`src/sv/ecd_pkg.sv`:
```
`default_nettype none

package ecd_pkg;

  // Field and register widths
  localparam int SAMPLE_W  = 16;
  localparam int DELAY_W   = 17;
  localparam int FB_W      = 15;
  localparam int MIX_W     = 16;
  localparam int CFG_W     = 17;
  localparam int CFG_IDX_W = 2;

  // Accumulator for the Q1.15 product sums
  localparam int ACC_W = 34;

  // Register indexes
  localparam logic [CFG_IDX_W-1:0] REG_DELAY    = 2'd0;
  localparam logic [CFG_IDX_W-1:0] REG_FEEDBACK = 2'd1;
  localparam logic [CFG_IDX_W-1:0] REG_MIX      = 2'd2;
  localparam logic [CFG_IDX_W-1:0] REG_BYPASS   = 2'd3;

  // Register reset values
  localparam logic [DELAY_W-1:0] DELAY_RST    = 17'd24000;
  localparam logic [FB_W-1:0]    FEEDBACK_RST = 15'd16384;
  localparam logic [MIX_W-1:0]   MIX_RST      = 16'd16384;

  // Unity gain in Q1.15
  localparam logic [MIX_W-1:0] Q15_ONE = 16'h8000;

  // Output queue
  localparam int QDEPTH = 8;
  localparam int QPTR_W = 3;
  localparam int QCNT_W = 4;

  typedef logic signed [SAMPLE_W-1:0] sample_t;

  // Per-word control carried down the pipeline
  typedef struct packed {
    logic    valid;
    logic    active;
    logic    channel;
    sample_t x;
  } pipe_ctl_t;

  typedef struct packed {
    sample_t sample_out;
    logic    channel_out;
  } out_word_t;

  localparam logic signed [ACC_W-1:0] ACC_HALF = 34'sd16384;
  localparam logic signed [ACC_W-1:0] ACC_SMAX = 34'sd32767;
  localparam logic signed [ACC_W-1:0] ACC_SMIN = -34'sd32768;

  // Round half up of acc / 32768, then clip to the sample range
  function automatic sample_t sat_q15(input logic signed [ACC_W-1:0] acc);
    logic signed [ACC_W-1:0] r;
    sample_t                 s;
    r = (acc + ACC_HALF) >>> 15;
    if (r > ACC_SMAX) begin
      s = sample_t'(ACC_SMAX[SAMPLE_W-1:0]);
    end else if (r < ACC_SMIN) begin
      s = sample_t'(ACC_SMIN[SAMPLE_W-1:0]);
    end else begin
      s = sample_t'(r[SAMPLE_W-1:0]);
    end
    return s;
  endfunction

endpackage

`default_nettype wire

```
`src/sv/ecd_mix.sv`:
```
`default_nettype none

// Gain products (registered) and the rounded, clipped sums behind them
module ecd_mix (
  input  wire logic                         clk,
  input  wire logic                         rst,
  input  wire ecd_pkg::pipe_ctl_t           ctl_in,
  input  wire ecd_pkg::sample_t             delayed,
  input  wire logic [ecd_pkg::FB_W-1:0]     feedback_gain,
  input  wire logic [ecd_pkg::MIX_W-1:0]    mix,
  output ecd_pkg::pipe_ctl_t                ctl_out,
  output ecd_pkg::sample_t                  fb_sample,
  output ecd_pkg::sample_t                  mix_sample
);
  import ecd_pkg::*;

  logic [MIX_W-1:0]          dry;
  logic signed [31:0]        p_fb;
  logic signed [32:0]        p_dry;
  logic signed [32:0]        p_wet;
  logic signed [ACC_W-1:0]   acc_fb;
  logic signed [ACC_W-1:0]   acc_mix;

  // mix is at most unity, so the dry gain fits
  assign dry = Q15_ONE - mix;

  // Products
  always_ff @(posedge clk) begin
    if (rst) begin
      ctl_out.valid <= 1'b0;
    end else begin
      ctl_out.valid <= ctl_in.valid;
    end
    ctl_out.active  <= ctl_in.active;
    ctl_out.channel <= ctl_in.channel;
    ctl_out.x       <= ctl_in.x;
    p_fb            <= delayed * $signed({1'b0, feedback_gain});
    p_dry           <= ctl_in.x * $signed({1'b0, dry});
    p_wet           <= delayed * $signed({1'b0, mix});
  end

  // Sums, rounding and clipping
  always_comb begin
    acc_fb     = (ACC_W'(ctl_out.x) <<< 15) + ACC_W'(p_fb);
    acc_mix    = ACC_W'(p_dry) + ACC_W'(p_wet);
    fb_sample  = sat_q15(acc_fb);
    mix_sample = sat_q15(acc_mix);
  end

endmodule

`default_nettype wire

```
`config.mk`:
```
export PLATFORM = sky130hd
export DESIGN_NAME = ecd_mix
export DESIGN_NICKNAME = d
export VERILOG_FILES = /design/src/sv/ecd_pkg.sv /design/src/sv/ecd_mix.sv
export SDC_FILE = /design/constraint.sdc
export NUM_CORES = 2
export LEC_CHECK = 0
export ABC_AREA = 1
export BUFFER_PORTS_ARGS = -buffer_cell sky130_fd_sc_hd__buf_2
export CAP_MARGIN = 20
export CORE_MARGIN = 2
export CORE_UTILIZATION = 50
export DETAILED_ROUTE_END_ITERATION = 8
export PLACE_DENSITY = 0.67
export SYNTH_ARGS = -nofsm -noshare
export SYNTH_HDL_FRONTEND = slang
export SYNTH_SLANG_ARGS = --single-unit
export TNS_END_PERCENT = 50
```
`constraint.sdc`:
```
create_clock -name clk -period 8.4 [get_ports clk]
set_input_delay 0.42 -clock clk [delete_from_list [all_inputs] [get_ports clk]]
set_output_delay 0.42 -clock clk [all_outputs]
set_load 0.03 [all_outputs]
```
---- Yosys cells after proc, flatten, opt, wreduce, memory -nomap -nowiden ----
Index checks and enable logic that the tools add are counted.
Widths: inputs -> output; s select.
storage, ports and cells
  bits of input ports ..................... 68
  register bits after elaboration ......... 117
  logic and storage cells ................. 23
operators by class
  $add $sub $neg .......................... 5
  $mul .................................... 3
  $lt $le $gt $ge ......................... 4
  mux-type cells .......................... 4
operators with widths
  operator                number
  $mul 16x17->33          2
  $mux 16                 4
  $gt 19x16->1 const B    2
  $lt 19x16->1 const B    2
  $add 33x16->34 const B  1
  $add 33x33->34          1
  $add 34x16->34 const B  1
  $add 31x32->33          1
  $mul 16x16->32          1
  $sub 16x16->16 const A  1

---- Longest topological paths before layout ----
  depth in word-level cells ............... 5
  depth in mapped cells ................... 36
  depth with buffers taken out ............ 34

---- Worst setup path after synthesis ----
No wires, ideal clock.
  path type ............................... input to register
  start ................................... input port mix[1] (netlist bit)
  end ..................................... register p_dry[25]
  arrival ................................. 6.334 ns
  path slack .............................. 1.994 ns
  path buffers ............................ 2
  stages .................................. 31
  path through ............................ buf_6 clkbuf_1 inv_1 ha_1 nand2_1 nor2_1 inv_1 nor2_1 nand2_1 nand2_1 clkinv_1 nand2_1 fa_1 fa_1 inv_1 fa_1 inv_1 fa_1 inv_1 fa_1 inv_1 fa_1 inv_1 ha_1 nand2_1 nor4_1 a21oi_1 o21ai_0 nand2_1 nand2_1 xor2_1
on the way
  word-level cells in the longest chain between the ends .. 2
ends and longest elaborated chain
  element               line           source
  start, declared       ecd_mix.sv:10  input wire logic [ecd_pkg::MIX_W-1:0] mix,
  $sub 16x16->16        ecd_mix.sv:25  assign dry = Q15_ONE - mix;
  $mul 16x17->33        ecd_mix.sv:38  p_dry <= ctl_in.x * $signed({1'b0, dry});
  end signal, assigned  ecd_mix.sv:38
  end, declared         ecd_mix.sv:19  logic signed [32:0] p_dry;
No other way between the ends.
A chain may end at the register's enable or synchronous reset.

---- Final worst setup path ----
  start ................................... input port mix[0] (netlist bit)
  end ..................................... register p_dry[25]
The elaborated chain is that of the path after synthesis.

==> results.json <==
{
  "syn-instance-count": 4433,
  "rows": 95,
  "cts_buffers": 9,
  "drt_iter0_drc": 1621,
  "cts_resized": 0,
  "synth_area_leaders": "fa_1 (38%), ha_1 (15%), inv_1 (14%)",
  "io_pins": 119,
  "synth_fp_nets": 5539,
  "cap_violations": 0,
  "crit_slowest_cell": "fa_1",
  "end_kind": "flop",
  "use_met2_pct": 45.0,
  "yosys_warnings": 0,
  "cts_hold_buf": 0,
  "fmax_ghz": 0.141,
  "ys_async_sr_fraction_pct": 0,
  "grt_pass1_wl_mm": 146,
  "clockBufferDepth": 2,
  "totalWireLength_mm": 89.0,
  "rsz0062_at_grt": "false",
  "critPathMaxFanout": 14,
  "clk_pin_slew_ns": 0.08,
  "synth.avg_cell_area_um2": 7.59,
  "fin_crit_sh_pct": 84.6,
  "synth-seq-area-share_pct": 6.13,
  "antenna_found_initial": 4,
  "dieHeight_um": 263,
  "cts_tree": "built",
  "critical_path_class": "input pin to flop",
  "final_util_pct": 52.5,
  "netlist.area_leader.share_pct": 37.7,
  "cp.required_ns": 8.66,
  "finalNetCount": 5537,
  "busiest_layer": "met2",
  "core_um2": 66900,
  "critPathMostFrequentCell": "nand2_1",
  "vias_per_cell": 5.11,
  "n_fill_cell": 6606,
  "min_path_type": "input pin to flop",
  "drtPass1Iterations": 6,
  "grt_start_max_net_pins": 32,
  "hold_slack_ns": 0.139,
  "hpwlAfterDp_mm": 74.2,
  "post-cts-setup-buffer-count": 0,
  "setup_viol": 0,
  "relSlewSlack_pct": 37.8,
  "final_hold_viol_count": 0,
  "synth_edf_count": 0,
  "synth_cell_types": 51,
  "post_drt_wl_per_cell_um": 16.8,
  "initial_core_util_pct": 50.3,
  "drive_above_1_share_pct": 3.85,
  "ant_nets": 0,
  "grtUsageMet3_pct": 2.40,
  "port_buffers": 118,
  "fp.dieW_um": 263,
  "ys_seq_elements": 103,
  "yosys_most_used_dff": "dfxtp_1",
  "worstPathArrival_ns": 7.37,
  "syn_area_um2": 33600,
  "drc_errors": 0,
  "final_max_slew_viol_count": 0,
  "tns_ns": 0,
  "critPathLaunchType": "input pin",
  "clock_sinks": 103,
  "via_count": 27200,
  "cpPeakStageDelay_ns": 0.58,
  "layout_commonest_cell": "inv_1",
  "cts_root_buffer": "clkbuf_16",
  "grtUsageMet1_pct": 35.7,
  "gp_congestion": 0.919,
  "grt_pass1_vias": 27900,
  "outcome": "complete, no violations",
  "critPathTopFamily": "adder cells",
  "dieArea_um2": 69400,
  "final_cell_mix": "inv_1 (1230), nand2_1 (1097), fa_1 (634), ha_1 (404), nor2_1 (247)",
  "period_needed_ns": 7.10,
  "worst_slew_pin_slew_ns": 0.933,
  "grt_overflow": 0,
  "syn2layout_area_growth_pct": 4.45,
  "htreeDepth": 3,
  "path_buf_inv": 8,
  "grtUsageTotal_pct": 26.4,
  "synth_area_leader_cell": "fa_1"
}
final timing paths:
path / cells past startpoint / slack [ns] / to / from
worst min-delay path: 1 / 0.14 / ctl_out[17]$_DFF_P_ / ctl_in[17]
worst max-delay path: 30 / 1.30 / p_dry[25]$_DFF_P_ / mix[0]
state kept, by name, summed over array words and instances, names as in the netlist:
name,cells
p_dry,33
p_wet,33
ctl_out,19
p_fb,18
layout make-up:
class / instances / area [um2] / share of cell area (%)
diodes: 4 / 10.0 / 0.0285
flip-flops and latches: 103 / 2060 / 5.87
inverters: 1244 / 4670 / 13.3
repair buffers: 123 / 628 / 1.79
clock inverters: 7 / 86.3 / 0.246
well taps: 873 / 1090 / 3.11
clock buffers: 9 / 225 / 0.641
multi-input cells: 2950 / 26400 / 75.0
synthesized netlist by cell type, drive strengths merged (9+ instances only):
master	number
inv	1235
nand2	1108
fa	634
ha	404
nor2	251
a21oi	145
clkbuf	117
dfxtp	103
nand3	81
o21ai	79
xor2	74
xnor2	34
nor3	30
nand4	23
buf	19
o21bai	17
a21o	16
clkinv	9
nor4	9
metrics by stage:
stage	cell area [um2]	worst slack (ns)	cells
finish	35100	1.30	5313
floorplan	33600	1.99	4433
CTS	35100	1.40	5309
detailed placement	34800	1.01	5293
global placement	34800	1.18	5293
global route	35100	0.851	5310
metal layers:
layer  routed length [um]  share of wire [%]
met3                 4750                5.3
met2                42500                 48
met4                 2700                3.0
met1                39000                 44
met5                    0                  0
cells by family after synthesis:
family,count (synthesis),share of synthesized area [%]
AOI/OAI and AO/OA,287,4.76
and+or+nand+nor,1517,18.0
DFF,103,6.13
buffers and inverters,1380,15.5
adders and majority gates,1038,52.8
xor gates and xnor gates,108,2.81
Power is not shown: default switching activity piles up to over one toggle a cycle in this logic, so the estimate is an artifact.
