===== src/sv/ecd_pkg.sv =====
`default_nettype none

package ecd_pkg;

  // Field and register widths
  localparam int SAMPLE_W  = 16;
  localparam int DELAY_W   = 17;
  localparam int FB_W      = 15;
  localparam int MIX_W     = 16;
  localparam int CFG_W     = 17;
  localparam int CFG_IDX_W = 2;

  // Accumulator for the Q1.15 product sums
  localparam int ACC_W = 34;

  // Register indexes
  localparam logic [CFG_IDX_W-1:0] REG_DELAY    = 2'd0;
  localparam logic [CFG_IDX_W-1:0] REG_FEEDBACK = 2'd1;
  localparam logic [CFG_IDX_W-1:0] REG_MIX      = 2'd2;
  localparam logic [CFG_IDX_W-1:0] REG_BYPASS   = 2'd3;

  // Register reset values
  localparam logic [DELAY_W-1:0] DELAY_RST    = 17'd24000;
  localparam logic [FB_W-1:0]    FEEDBACK_RST = 15'd16384;
  localparam logic [MIX_W-1:0]   MIX_RST      = 16'd16384;

  // Unity gain in Q1.15
  localparam logic [MIX_W-1:0] Q15_ONE = 16'h8000;

  // Output queue
  localparam int QDEPTH = 8;
  localparam int QPTR_W = 3;
  localparam int QCNT_W = 4;

  typedef logic signed [SAMPLE_W-1:0] sample_t;

  // Per-word control carried down the pipeline
  typedef struct packed {
    logic    valid;
    logic    active;
    logic    channel;
    sample_t x;
  } pipe_ctl_t;

  typedef struct packed {
    sample_t sample_out;
    logic    channel_out;
  } out_word_t;

  localparam logic signed [ACC_W-1:0] ACC_HALF = 34'sd16384;
  localparam logic signed [ACC_W-1:0] ACC_SMAX = 34'sd32767;
  localparam logic signed [ACC_W-1:0] ACC_SMIN = -34'sd32768;

  // Round half up of acc / 32768, then clip to the sample range
  function automatic sample_t sat_q15(input logic signed [ACC_W-1:0] acc);
    logic signed [ACC_W-1:0] r;
    sample_t                 s;
    r = (acc + ACC_HALF) >>> 15;
    if (r > ACC_SMAX) begin
      s = sample_t'(ACC_SMAX[SAMPLE_W-1:0]);
    end else if (r < ACC_SMIN) begin
      s = sample_t'(ACC_SMIN[SAMPLE_W-1:0]);
    end else begin
      s = sample_t'(r[SAMPLE_W-1:0]);
    end
    return s;
  endfunction

endpackage

`default_nettype wire


===== src/sv/ecd_stream_if.sv =====
`default_nettype none


// Output word: mixed sample and its channel
interface ecd_out_if;
  logic             valid;
  logic             ready;
  ecd_pkg::sample_t sample_out;
  logic             channel_out;

  modport source (output valid, output sample_out, output channel_out, input ready);
  modport sink   (input valid, input sample_out, input channel_out, output ready);
endinterface

`default_nettype wire


===== src/sv/ecd_out_fifo.sv =====
`default_nettype none

// Output queue; upstream credit keeps it from overflowing
module ecd_out_fifo (
  input  wire logic                clk,
  input  wire logic                rst,
  input  wire logic                push,
  input  wire ecd_pkg::out_word_t  push_word,
  ecd_out_if.source                out_ch
);
  import ecd_pkg::*;

  out_word_t           q [QDEPTH];
  logic [QPTR_W-1:0]   wptr;
  logic [QPTR_W-1:0]   rptr;
  logic [QCNT_W-1:0]   count;
  logic                pop;

  assign pop                = out_ch.valid && out_ch.ready;
  assign out_ch.valid       = (count != '0);
  assign out_ch.sample_out  = q[rptr].sample_out;
  assign out_ch.channel_out = q[rptr].channel_out;

  // Storage
  always_ff @(posedge clk) begin
    if (push) begin
      q[wptr] <= push_word;
    end
  end

  // Pointers and fill
  always_ff @(posedge clk) begin
    if (rst) begin
      wptr  <= '0;
      rptr  <= '0;
      count <= '0;
    end else begin
      if (push) begin
        wptr <= wptr + 1'b1;
      end
      if (pop) begin
        rptr <= rptr + 1'b1;
      end
      case ({push, pop})
        2'b10:   count <= count + 1'b1;
        2'b01:   count <= count - 1'b1;
        default: count <= count;
      endcase
    end
  end

endmodule

`default_nettype wire


===== src/flat_wrapper.sv =====
// flat-port wrapper written by rule: the top's interface ports become plain ports
module ecd_out_fifo_flat import ecd_pkg::*;
  (clk, rst, push, push_word, out_ch_valid, out_ch_sample_out, out_ch_channel_out, out_ch_ready);
  ecd_out_if out_ch_i ();
  input  wire logic clk;
  input  wire logic rst;
  input  wire logic push;
  input  wire ecd_pkg::out_word_t push_word;
  output wire logic [$bits(out_ch_i.valid)-1:0] out_ch_valid;
  output wire logic [$bits(out_ch_i.sample_out)-1:0] out_ch_sample_out;
  output wire logic [$bits(out_ch_i.channel_out)-1:0] out_ch_channel_out;
  input wire logic [$bits(out_ch_i.ready)-1:0] out_ch_ready;
  assign out_ch_valid = out_ch_i.valid;
  assign out_ch_sample_out = out_ch_i.sample_out;
  assign out_ch_channel_out = out_ch_i.channel_out;
  assign out_ch_i.ready = out_ch_ready;
  ecd_out_fifo u_core (.clk(clk), .rst(rst), .push(push), .push_word(push_word), .out_ch(out_ch_i));
endmodule

===== config.mk =====
export PLATFORM = sky130hd
export DESIGN_NAME = ecd_out_fifo_flat
export DESIGN_NICKNAME = d
export VERILOG_FILES = /design/src/sv/ecd_pkg.sv /design/src/sv/ecd_stream_if.sv /design/src/sv/ecd_out_fifo.sv /design/src/flat_wrapper.sv
export SDC_FILE = /design/constraint.sdc
export NUM_CORES = 1
export LEC_CHECK = 0
export ABC_CLOCK_PERIOD_IN_PS = 2600
export BUFFER_PORTS_ARGS = -buffer_cell sky130_fd_sc_hd__buf_2
export CORE_ASPECT_RATIO = 0.5
export CORE_MARGIN = 10
export CORE_UTILIZATION = 50
export CTS_CLUSTER_DIAMETER = 50
export DETAILED_ROUTE_END_ITERATION = 8
export GPL_TIMING_DRIVEN = 0
export PLACE_DENSITY_LB_ADDON = 0.12
export RECOVER_POWER = 100
export SLEW_MARGIN = 10
export SYNTH_ARGS = -nofsm -noshare
export SYNTH_HDL_FRONTEND = slang
export SYNTH_SLANG_ARGS = --single-unit

===== constraint.sdc =====
create_clock -name clk -period 2.6 [get_ports clk]
set_input_delay 0.52 -clock clk [delete_from_list [all_inputs] [get_ports clk]]
set_output_delay 0.52 -clock clk [all_outputs]
set_load 0.02 [all_outputs]

======== Word-level counts from Yosys, hierarchy flattened ========
Memory sizes are Yosys's and may differ from the RTL's. A register that Yosys moved wholly into a read port is not among the register bits.
Index checks and enable logic that the tools add are counted.
word-level totals
  output and inout port bits .............. 18
  bits in writable memories ............... 136
  memories kept ........................... 1
  input bits .............................. 21
  word-level logic and storage cells ...... 18
  flip-flop bits (word level) ............. 10
operators by class
  reductions and logical operators ........ 3
  equality and inequality tests ........... 2
  add/subtract/negate cells ............... 4
  mux-type cells .......................... 5
memories
  name      words  bits a word  rd ports  clocked after Yosys merged registers in  write ports  line                text
  u_core.q  8      17           1         1                                        1            ecd_out_fifo.sv:13  out_word_t q [QDEPTH];
operators with widths
  operator                                              count
  case mux 4 bit (2 select lines)                       1
  adder 3 x 1 -> 3 bit (second input constant)          2
  two-way mux 3 bit                                     2
  adder 4 x 1 -> 4 bit (second input constant)          1
  nonzero test 4 bit                                    1
  subtractor 4 x 1 -> 4 bit (second input constant)     1
  equality test 2 x 1 -> 1 bit (second input constant)  1
  equality test 2 bit (second input constant)           1
  two-way mux 1 bit                                     2
  nonzero test 2 bit                                    1
  logical AND 1 bit                                     1

======== Logic depth before layout (Yosys ltp) ========
Gate-level depths: netlist of run 1.
  depth after elaboration ................. 4
  mapped depth ............................ 10
  gate-level depth less buffers ........... 10

======== Worst setup path after synthesis of run 1 ========
Ideal clock, no wire load.
  path type ............................... flip-flop to flip-flop
  from .................................... reg u_core.count[0]
  to ...................................... reg u_core.count[3]
  period minus slack after synthesis ...... 2.555 ns
  required time ........................... 2.479 ns
  cell stages (with the launch flop) ...... 10
  buffers on the path ..................... 1
  path slack .............................. 0.045 ns
  library setup time ...................... 0.121 ns
  arrival ................................. 2.435 ns
  path through ............................ dfxtp_1 or4_1 nand2_1 inv_1 ha_1 clkbuf_1 nor4b_1 o21ai_0 o31ai_1 mux2_2
on the way
  cells in the longest elaborated chain, start to end .. 4
  elaborated cells on any way between the ends .. 8
  those cells by class .................... add/sub (2); eq/ne (2); mux (1); reduce/logical (3)
ends and longest elaborated chain
  item                                                                          line                text
  start: declaration                                                            ecd_out_fifo.sv:16  logic [QCNT_W-1:0] count;
  start signal: assignment                                                      ecd_out_fifo.sv:45  2'b10: count <= count + 1'b1;
  start signal: assignment                                                      ecd_out_fifo.sv:46  2'b01: count <= count - 1'b1;
  start signal: assignment                                                      ecd_out_fifo.sv:47  default: count <= count;
  nonzero test 4 bit *                                                          ecd_out_fifo.sv:20  assign out_ch.valid = (count != '0);
  net out_ch_valid                                                              flat_wrapper.sv:9   output wire logic [$bits(out_ch_i.valid)-1:0] out_ch_valid;
  logical AND 1 bit *                                                           ecd_out_fifo.sv:19  assign pop = out_ch.valid && out_ch.ready;
  equality test 2 x 1 -> 1 bit / equality test 2 bit (equally long branches)    ecd_out_fifo.sv:44  case ({push, pop})
  case mux 4 bit (2 select lines) / nonzero test 2 bit (equally long branches)  -
The timed path passes the listed nets; every way through them passes the cells marked *.
A chain may end at the register's enable or synchronous reset.

==> results of run 1 <==
cells in the final DEF (no fill, tap or decap), drive strengths merged, types with 4 or more instances in the layout:
cell    Yosys  layout
edfxtp    136     136
clkbuf      6      59
mux4       34      34
buf         6      29
mux2       18      18
nor2       15      15
dfxtp      13      13
xor2        6       6
nand2       6       6
ha          5       5
clkinv      0       4
sequential cells by signal, indices dropped and copies added, names as in the netlist, named ones only:
name          cells
u_core.q        136
u_core.rptr       3
u_core.count      4
u_core.wptr       3
layer usage:
metal | GRT usage | up-vias | part of all wire
li1 | - | 1252 | -
met1 | 0.172 | 1457 | 0.46
met2 | 0.208 | 70 | 0.46
met3 | 0.0512 | 18 | 0.059
met4 | 0.0542 | 0 | 0.017
met5 | 0 | - | 0
where the power goes:
group	switching, W	internal, W
Combinational	0.000546	0.000586
Clock	0.000861	0.00148
Sequential	0.0000593	0.00271
through the flow:
stage / instance area, um^2 / TNS [ns]
after global routing: 6930 / -0.0340
after detailed placement: 6370 / -0.165
final: 6930 / 0
after global placement: 6220 / -40.17
after floorplan: 5830 / 0
after CTS: 6980 / -0.00374
logic make-up (layout without fill, tap and decap cells):
family	count (synthesis)	after routing
xor gates and xnor gates	7	7
muxes	54	54
adders and majority gates	5	5
and+or+nand+nor	34	34
AOI/OAI and AO/OA	7	7
buffers and inverters	14	96
DFF	149	149
layout make-up:
class | count | area (um^2)
Clock inverter | 6 | 80.1
Timing Repair Buffer | 53 | 320
Clock buffer | 26 | 489
Fill cell | 808 | 4250
Tap cell | 159 | 199
Buffer | 9 | 111
Multi-Input combinational cell | 107 | 1380
Inverter | 2 | 7.51
Sequential cell | 149 | 4350
critical path: stages (launching register included):
cell	delay, ns
dfxtp_2	0.34
buf_12	0.15
clkbuf_16	0.17
mux4_1	0.53
mux2_2	0.27
buf_4	0.16
final timing paths:
kind	cells after the start	slack, ns	end	startpoint
setup reg to reg	4	0.14	u_core.q[0][10]	u_core.wptr[1]
setup / recovery	5	0.05	out_ch_sample_out[11]	register
hold / removal	3	0.43	register	out_ch_ready
hold reg to reg	2	0.49	register	u_core.rptr[1]
timing repair:
item	4_1_cts	5_1_grt
setup endpoints to repair	18	15
pin swaps	1	0
cloned	0	3
buffers inserted	1	1
gates resized for setup	13	29
==> impl_results.md, run 1 <==
* Setup crit end kind: output pin
* Avg Cell Area, Syn at 21.6 um^2
* Top cells by count, synth: edfxtp_1 (136), mux4_1 (24), mux2_2 (18), nor2_1 (15), dfxtp_1 (13)
* Worst hold margin at 0.425 ns
* IO Port Bufs at 38
* Clock buffer count from CTS at 17
* Status: finished clean
* Die height at 96.4 um
* H-tree levels at 4
* Area of the core at 0.0112 mm^2
* EDFF count, synth at 136
* Post-placement setup slack at -0.0459 ns
* Hold Crit Class: input pin to register
* Die width at 173 um
* Yosys top cell area share at 0.700
* Drc violations at 0
* Post-synthesis cell count at 270
* Asr flop ratio synth at 0
* Final hold viol count at 0
* Synthesized net count at 296
* Yosys reg bits at 149
* Static Leakage at 2.29 nW
* Drt first-iter violations at 132
* Initial Util at 0.521
* Max Fclk at 392 MHz
* Die area at 0.0166 mm^2
* Finish-stage setup viols at 0
* CP arrival at 2.03 ns
* I/O pin count at 39
* # nets final at 365
* Power Total at 0.00625 W
* Xor-xnor portion of the synthesized cell area at 0.0105
* PD cells at 901 mW/mm^2
* Share of cells above drive strength 1 at 0.307
* Post-Synth Simple-Gate Area at 0.0279
* Tmin final at 2.55 ns
* Cell Count, Final, Fillers Out at 511
* Period utilisation layout at 0.982
* Main combinational cell family by area after synthesis: multiplexers
* Slew @ Worst Pin at 1.21 ns
* Vias per inst at 5.47
* Total Routing Usage GR at 0.135
* Util after Layout at 0.620
* Largest net degree at the start of global routing at 17
* CTS Sinks at 149
* Area contributors post-synth: edfxtp_1 (70%), mux4_1 (11%), dfxtp_1 (4.5%)
* Gr ovfl total at 0
* CTS tree: yes
* GPL Wtd Cong at 0.702
* Initial antenna violation count at 0
* Ys Warns at 0
* Worst-path maximum fanout at 8
* Clock Skews at 0.00483 ns
* Final ANT Viol Nets at 0
* CTS Hold Bufs at 0
* Vias in the first global route at 2775
* Drt pass-1 iters at 4
* Kind of critical path: register to output pin
* Synth Flop Type: edfxtp_1
* Root Buffer: clkbuf_16
* VDD IR-drop max at 0.449 mV
* Final Max Tran Viols at 0
* Final wirelength at 11.0 mm
* Sequential fraction of the synthesis area at 0.745
* Routed length per instance at 21.5 um
* Critical path required time at 2.08 ns
* First-pass GRT wire length at 16.2 mm
* Synth Cell Area at 0.00583 mm^2
* Adder-Cell Fraction of Synth Area at 0.0107
* Hpwl dp at 7.13 mm
* Mux contribution to synthesized area at 0.185
* Placed insts at 477
* Via count at 2797
* Synth Area in Compound Gates at 0.00644
* Final worst slack at 0.0473 ns
* Slew margin rel. at 0.189
* Clk_lat worst skew at 0.41 ns
* Worst-path clk slew at 0.06 ns
* Post-synthesis cell type count at 27
* Clock tree buffer depth at 2
* Crit path launch type: register
* Area grow syn2layout at 18.9%
* Max cap viols at 0
* Top-count cell post-synth: edfxtp_1
* Diodes inserted at 0
* Row cnt at 27
* Yosys top cell by area: edfxtp_1
Note: power is estimated with default switching activity, not from simulation.
==> run 2, diff against run 1 <==
ABC_CLOCK_PERIOD_IN_PS = 3300   (was 2600)
CORE_MARGIN = 3   (was 10)
GPL_ROUTABILITY_DRIVEN = 0   (was not set)
clock period = 3.3 ns   (was 2.6 ns; I/O delays follow)
==> run 2 against run 1 <==
Net effect: via count decreased by 2.2%; combinational power shrank 34%; critical path depth is the same; first-iteration DRC count decreased by 3.8%; sequential cell count stayed put; routed wire length down 5.7%; utilization down 1.2 points; cell count fell by 0.39%; clock skew rose by 0.0035 ns; power is 24% lower; worst setup slack improved by 0.15 ns; sequential share of layout area rose by 1.2 points; critical path type unchanged; critical endpoint is now out_ch_sample_out[12]; highest routed layer is now met5.
==> impl_results.md, run 2 (same netlist as run 1, synthesis figures left out) <==
* Worst-path clk slew at 0.06 ns
* Setup_tns at 0 ns
* Kind of critical path: register to output pin
* Vias in the first global route at 2766
* CP most frequent cell: clkbuf_1
* Clk_lat worst skew at 0.42 ns
* Worst-path maximum fanout at 10
* Critical path required time at 2.64 ns
* Diodes inserted at 0
* CP cell instances: clkbuf_1, clkbuf_1, mux4_2, mux2_2, clkbuf_2
* Clock tree buffer depth at 2
* Internal at 0.00358 W
* Most frequent cells in the layout: edfxtp_1 (136), clkbuf_1 (41), mux4_1 (24), mux2_2 (18), clkbuf_16 (17)
* CP peak stage delay at 0.56 ns
* Slowest CP cell: clkbuf_1
* Vias per inst at 5.38
* Max reg flops at 136
* Share of cells above drive strength 1 at 0.211
* Finish-stage setup viols at 0
* Total Routing Usage GR at 0.173
* Root Buffer: clkbuf_16
* Cell Count, Final, Fillers Out at 509
* Die area at 0.0131 mm^2
* Switch share at 0.245
* Max cap viols at 0
* # nets final at 363
* CTS Sinks at 149
* Final worst slack at 0.195 ns
* IO Port Bufs at 38
* CTS tree: yes
* Status: finished clean
* Top flop regs: u_core.q x136, u_core.count x4
* VDD IR-drop max at 0.389 mV
* Post-CTS Setup Repair Bufs at 0
* Final hold viol count at 0
* Setup crit end kind: output pin
* Via count at 2736
* Drt first-iter violations at 127
* Die width at 159 um
* Crit path launch type: register
* Placed insts at 477
* Gr ovfl total at 0
* Final Max Tran Viols at 0
* Clock Skews at 0.00832 ns
* Initial antenna violation count at 1
* Slew margin rel. at 0.309
* Largest net degree at the start of global routing at 17
* CTS Hold Bufs at 0
* Die height at 82.4 um
* RSZ-0062 raised after global routing: no
* Tmin final at 3.11 ns
* Row cnt at 27
* Post-placement setup slack at 0.533 ns
* Worst hold margin at 0.520 ns
* Final ANT Viol Nets at 0
* Area grow syn2layout at 16.5%
* Drt pass-1 iters at 4
* Clock buffer count from CTS at 17
* Fill cells at 811
* Final wirelength at 10.4 mm
* First-pass GRT wire length at 15.9 mm
* Hold Crit Class: register to register
* Commonest non-fill, non-tap cell in the layout: edfxtp_1
* Psw at 0.00116 W
* Design Area, Final at 0.00679 mm^2
* Routed length per instance at 20.4 um
* Static Leakage at 2.23 nW
* Clock power share at 0.384
* Sequential power share at 0.458
* Combinational share of power at 0.158
* Placed cell area at 0.00637 mm^2
* Largest register by flop count: u_core.q
* Hpwl dp at 6.79 mm
* PD cells at 698 mW/mm^2
* Max Fclk at 322 MHz
* CP arrival at 2.45 ns
* H-tree levels at 4
* Drc violations at 0
* Period utilisation layout at 0.941
* Slew @ Worst Pin at 1.03 ns
* Area of the core at 0.0112 mm^2
* I/O pin count at 39
* Initial Util at 0.521
[run 2: cell count changes in the layout (fill, tap and decap cells not counted), sizes merged]
cell      before  now
clkinv         4   11
buf           29    7
clkbuf        59   70
clkinvlp       0    2
[run 2: what timing repair did]
item	4_1_cts	5_1_grt
setup endpoints to repair	0	6
hold endpoints to repair	0	0
gates resized for setup	0	2
[run 2: per-layer routing]
layer  GRT usage  vias up  wire, um
li1            -     1259         -
met1       0.234     1398      5040
met2       0.264       59      4660
met3      0.0548       18       477
met4      0.0760        2       187
met5           0        -         9
[run 2: power groups by stage]
stage | Combinational (W) | Clock (W) | Sequential (W)
after floorplan | 0.000559 | 0 | 0.00220
after global placement | 0.000751 | 0 | 0.00221
after detailed placement | 0.000781 | 0 | 0.00221
after CTS | 0.000784 | 0.00186 | 0.00217
after global routing | 0.000820 | 0.00194 | 0.00217
final | 0.000750 | 0.00182 | 0.00217
[run 2: worst paths after layout]
path | startpoint | endpoint | slack (ns) | depth (start not counted)
worst min register to register | u_core.rptr[1] | u_core.rptr[1] | 0.52 | 2
worst max-delay path | register | out_ch_sample_out[12] | 0.19 | 5
worst max register to register | u_core.count[0] | u_core.count[3] | 0.62 | 9
worst min-delay path | u_core.rptr[1] | u_core.rptr[1] | 0.52 | 2
[run 2: area by class of cell]
| cell class | count | area [um^2] | area share |
|---|---|---|---|
| multi-input combinational | 107 | 1400 | 0.207 |
| clock inverter | 15 | 140 | 0.0206 |
| timing repair buffer | 48 | 195 | 0.0287 |
| inverter | 2 | 7.51 | 0.00111 |
| buffer | 12 | 77.6 | 0.0114 |
| sequential | 149 | 4340 | 0.640 |
| clock buffer | 17 | 425 | 0.0626 |
| tap | 159 | 199 | 0.0293 |
[run 2: through the flow]
step | power (W) | util
2_1_floorplan | 0.00276 | -
5_1_grt | 0.00493 | 0.607
3_3_place_gp | 0.00296 | 0.556
6_report | 0.00474 | 0.607
3_5_place_dp | 0.00299 | 0.570
4_1_cts | 0.00481 | 0.620
[run 2: worst max-delay path, delay by kind of cell, from the launching register on]
family / cells / cell delay, ns
buf+inv: 3 / 1.03
mux: 2 / 0.69
flops: 1 / 0.31
==> run 3, diff against run 2 <==
CORE_UTILIZATION = 30   (was 50)
==> run 3 against run 2 <==
Net effect: the flow now finishes with violations (max-capacitance violations, max-slew violations); utilization shrank 24 points; power up 0.52%; clock power barely moved; worst setup slack improved by 0.080 ns; critical endpoint is now out_ch_sample_out[13]; highest routed layer is now met4.
==> impl_results.md, run 3 (same netlist as run 1, synthesis figures left out) <==
* Status: complete, but fails checks
* Failing checks: max-capacitance violations, max-slew violations
* Gr ovfl total at 0
* IO Port Bufs at 38
* GR Util met3 at 0.0296
* Drt first-iter violations at 126
* R2r setup slk at 0.66 ns
* Clock power share at 0.384
* Final wirelength at 11.9 mm
* Finish-stage setup viols at 0
* CTS Sinks at 149
* Critical path required time at 2.64 ns
* Sequential power share at 0.456
* Hold Crit Class: register to register
* Depth of the worst hold-timing path at 2
* Clock Skews at 0.00609 ns
* Root Buffer: clkbuf_16
* # nets final at 361
* Placed cell area at 0.00647 mm^2
* Vias in the first global route at 2992
* R2R Path Start: u_core.count[0]
* Switch share at 0.261
* Period utilisation layout at 0.917
* Global Route met1 Usage at 0.148
* Final Max Tran Viols at 36
* Vias per inst at 4.46
* M2 GR Usage at 0.201
* Slew @ Worst Pin at 2.05 ns
* Die area at 0.0212 mm^2
* Final hold viol count at 0
* Worst hold margin at 0.492 ns
* Crit path launch type: register
* Max cap viols at 2
* Final ANT Viol Nets at 0
* Design Area, Final at 0.00691 mm^2
* Initial Util at 0.311
* Total Routing Usage GR at 0.118
* Slew margin rel. at -0.375
* Post-CTS Setup Repair Bufs at 0
* Combinational share of power at 0.160
* Commonest non-fill, non-tap cell in the layout: edfxtp_1
* Drc violations at 0
* Kind of critical path: register to output pin
* CTS Hold Bufs at 0
* VDD IR-drop max at 0.315 mV
* Hpwl dp at 7.76 mm
* Largest net degree at the start of global routing at 18
* Setup crit end kind: output pin
* Internal at 0.00352 W
* Via count at 2709
* Largest register by flop count: u_core.q
* Clock tree buffer depth at 2
* Tmin final at 3.03 ns
* Clock buffer count from CTS at 17
* Share of cells above drive strength 1 at 0.198
* Max reg flops at 136
* Area grow syn2layout at 18.5%
* Static Leakage at 2.21 nW
* Top flop regs: u_core.q x136, u_core.count x4
* First-pass GRT wire length at 18.0 mm
* Worst setup path end: out_ch_sample_out[13]
* Initial antenna violation count at 0
* Reg2reg path depth at 9
* Psw at 0.00124 W
* Cts repair resizes at 4
* Final worst slack at 0.274 ns
* I/O pin count at 39
* R2R Path End: u_core.count[3]
* CP arrival at 2.37 ns
* H-tree levels at 4
* Drt pass-1 iters at 4
* Clk_lat worst skew at 0.40 ns
* Row cnt at 35
* Max Fclk at 331 MHz
* PD cells at 690 mW/mm^2
* Worst-path maximum fanout at 10
* Area of the core at 0.0187 mm^2
* Setup_tns at 0 ns
* RSZ-0062 raised after global routing: no
* Routed length per instance at 19.7 um
* Post-placement setup slack at 0.366 ns
* CTS tree: yes
* Diodes inserted at 0
* Die height at 105 um
* Die width at 203 um
* Worst-path clk slew at 0.06 ns
* Most frequent cells in the layout: edfxtp_1 (136), clkbuf_1 (47), mux4_1 (24), mux2_2 (17), clkbuf_16 (17)
* Gr busiest metal: met2
* Power Total at 0.00477 W
run 3: changes by cell type in the layout (fill, tap and decap cells not counted), moves of 2 or more:
| cell | change |
|---|---|
| clkbuf_2 | -9 |
| clkinv_2 | -2 |
| inv_6 | +5 |
| clkinv_1 | -3 |
| clkbuf_1 | +6 |
run 3: how the worst min path moves through the flow:
stage | from | to | slack [ns]
3_5_place_dp | u_core.rptr[1] | u_core.rptr[1] | 0.49
2_1_floorplan | u_core.rptr[1] | register | 0.45
4_1_cts | push_word[12] | u_core.q[0][12] | 0.49
5_1_grt | u_core.rptr[1] | register | 0.52
3_3_place_gp | u_core.rptr[1] | u_core.rptr[1] | 0.47
6_report | u_core.rptr[1] | register | 0.49
run 3: metrics by stage:
| step | utilization | std cells |
|---|---|---|
| 2_1_floorplan | - | 270 |
| 3_3_place_gp | 0.339 | 567 |
| 3_5_place_dp | 0.345 | 575 |
| 4_1_cts | 0.376 | 607 |
| 5_1_grt | 0.369 | 607 |
| 6_report | 0.369 | 607 |
run 3: layer usage:
metal,vias up,part of all wire
li1,1257,-
met1,1399,0.45
met2,48,0.51
met3,5,0.036
met4,0,0.0051
met5,-,0
run 3: critical path, cell delays in order, from the launching register on:
cell and delay [ns]:
dfxtp_1 0.31, clkbuf_1 0.34, clkbuf_2 0.44, mux4_1 0.35, mux2_1 0.34, buf_2 0.18
run 3: cell type report:
cell class	count	area [um^2]
Fill cell	1771	11800
Clock buffer	17	425
Multi-Input combinational cell	107	1400
Inverter	2	7.51
Tap cell	259	324
Buffer	12	86.3
Clock inverter	15	144
Timing Repair Buffer	46	176
Sequential cell	149	4340
run 3: power by group through the flow:
stage          clock, W  sequential, W  combinational [W]
4_1_cts         0.00188        0.00217           0.000816
6_report        0.00183        0.00217           0.000763
3_3_place_gp          0        0.00221           0.000781
3_5_place_dp          0        0.00221           0.000813
2_1_floorplan         0        0.00220           0.000559
5_1_grt         0.00196        0.00218           0.000833
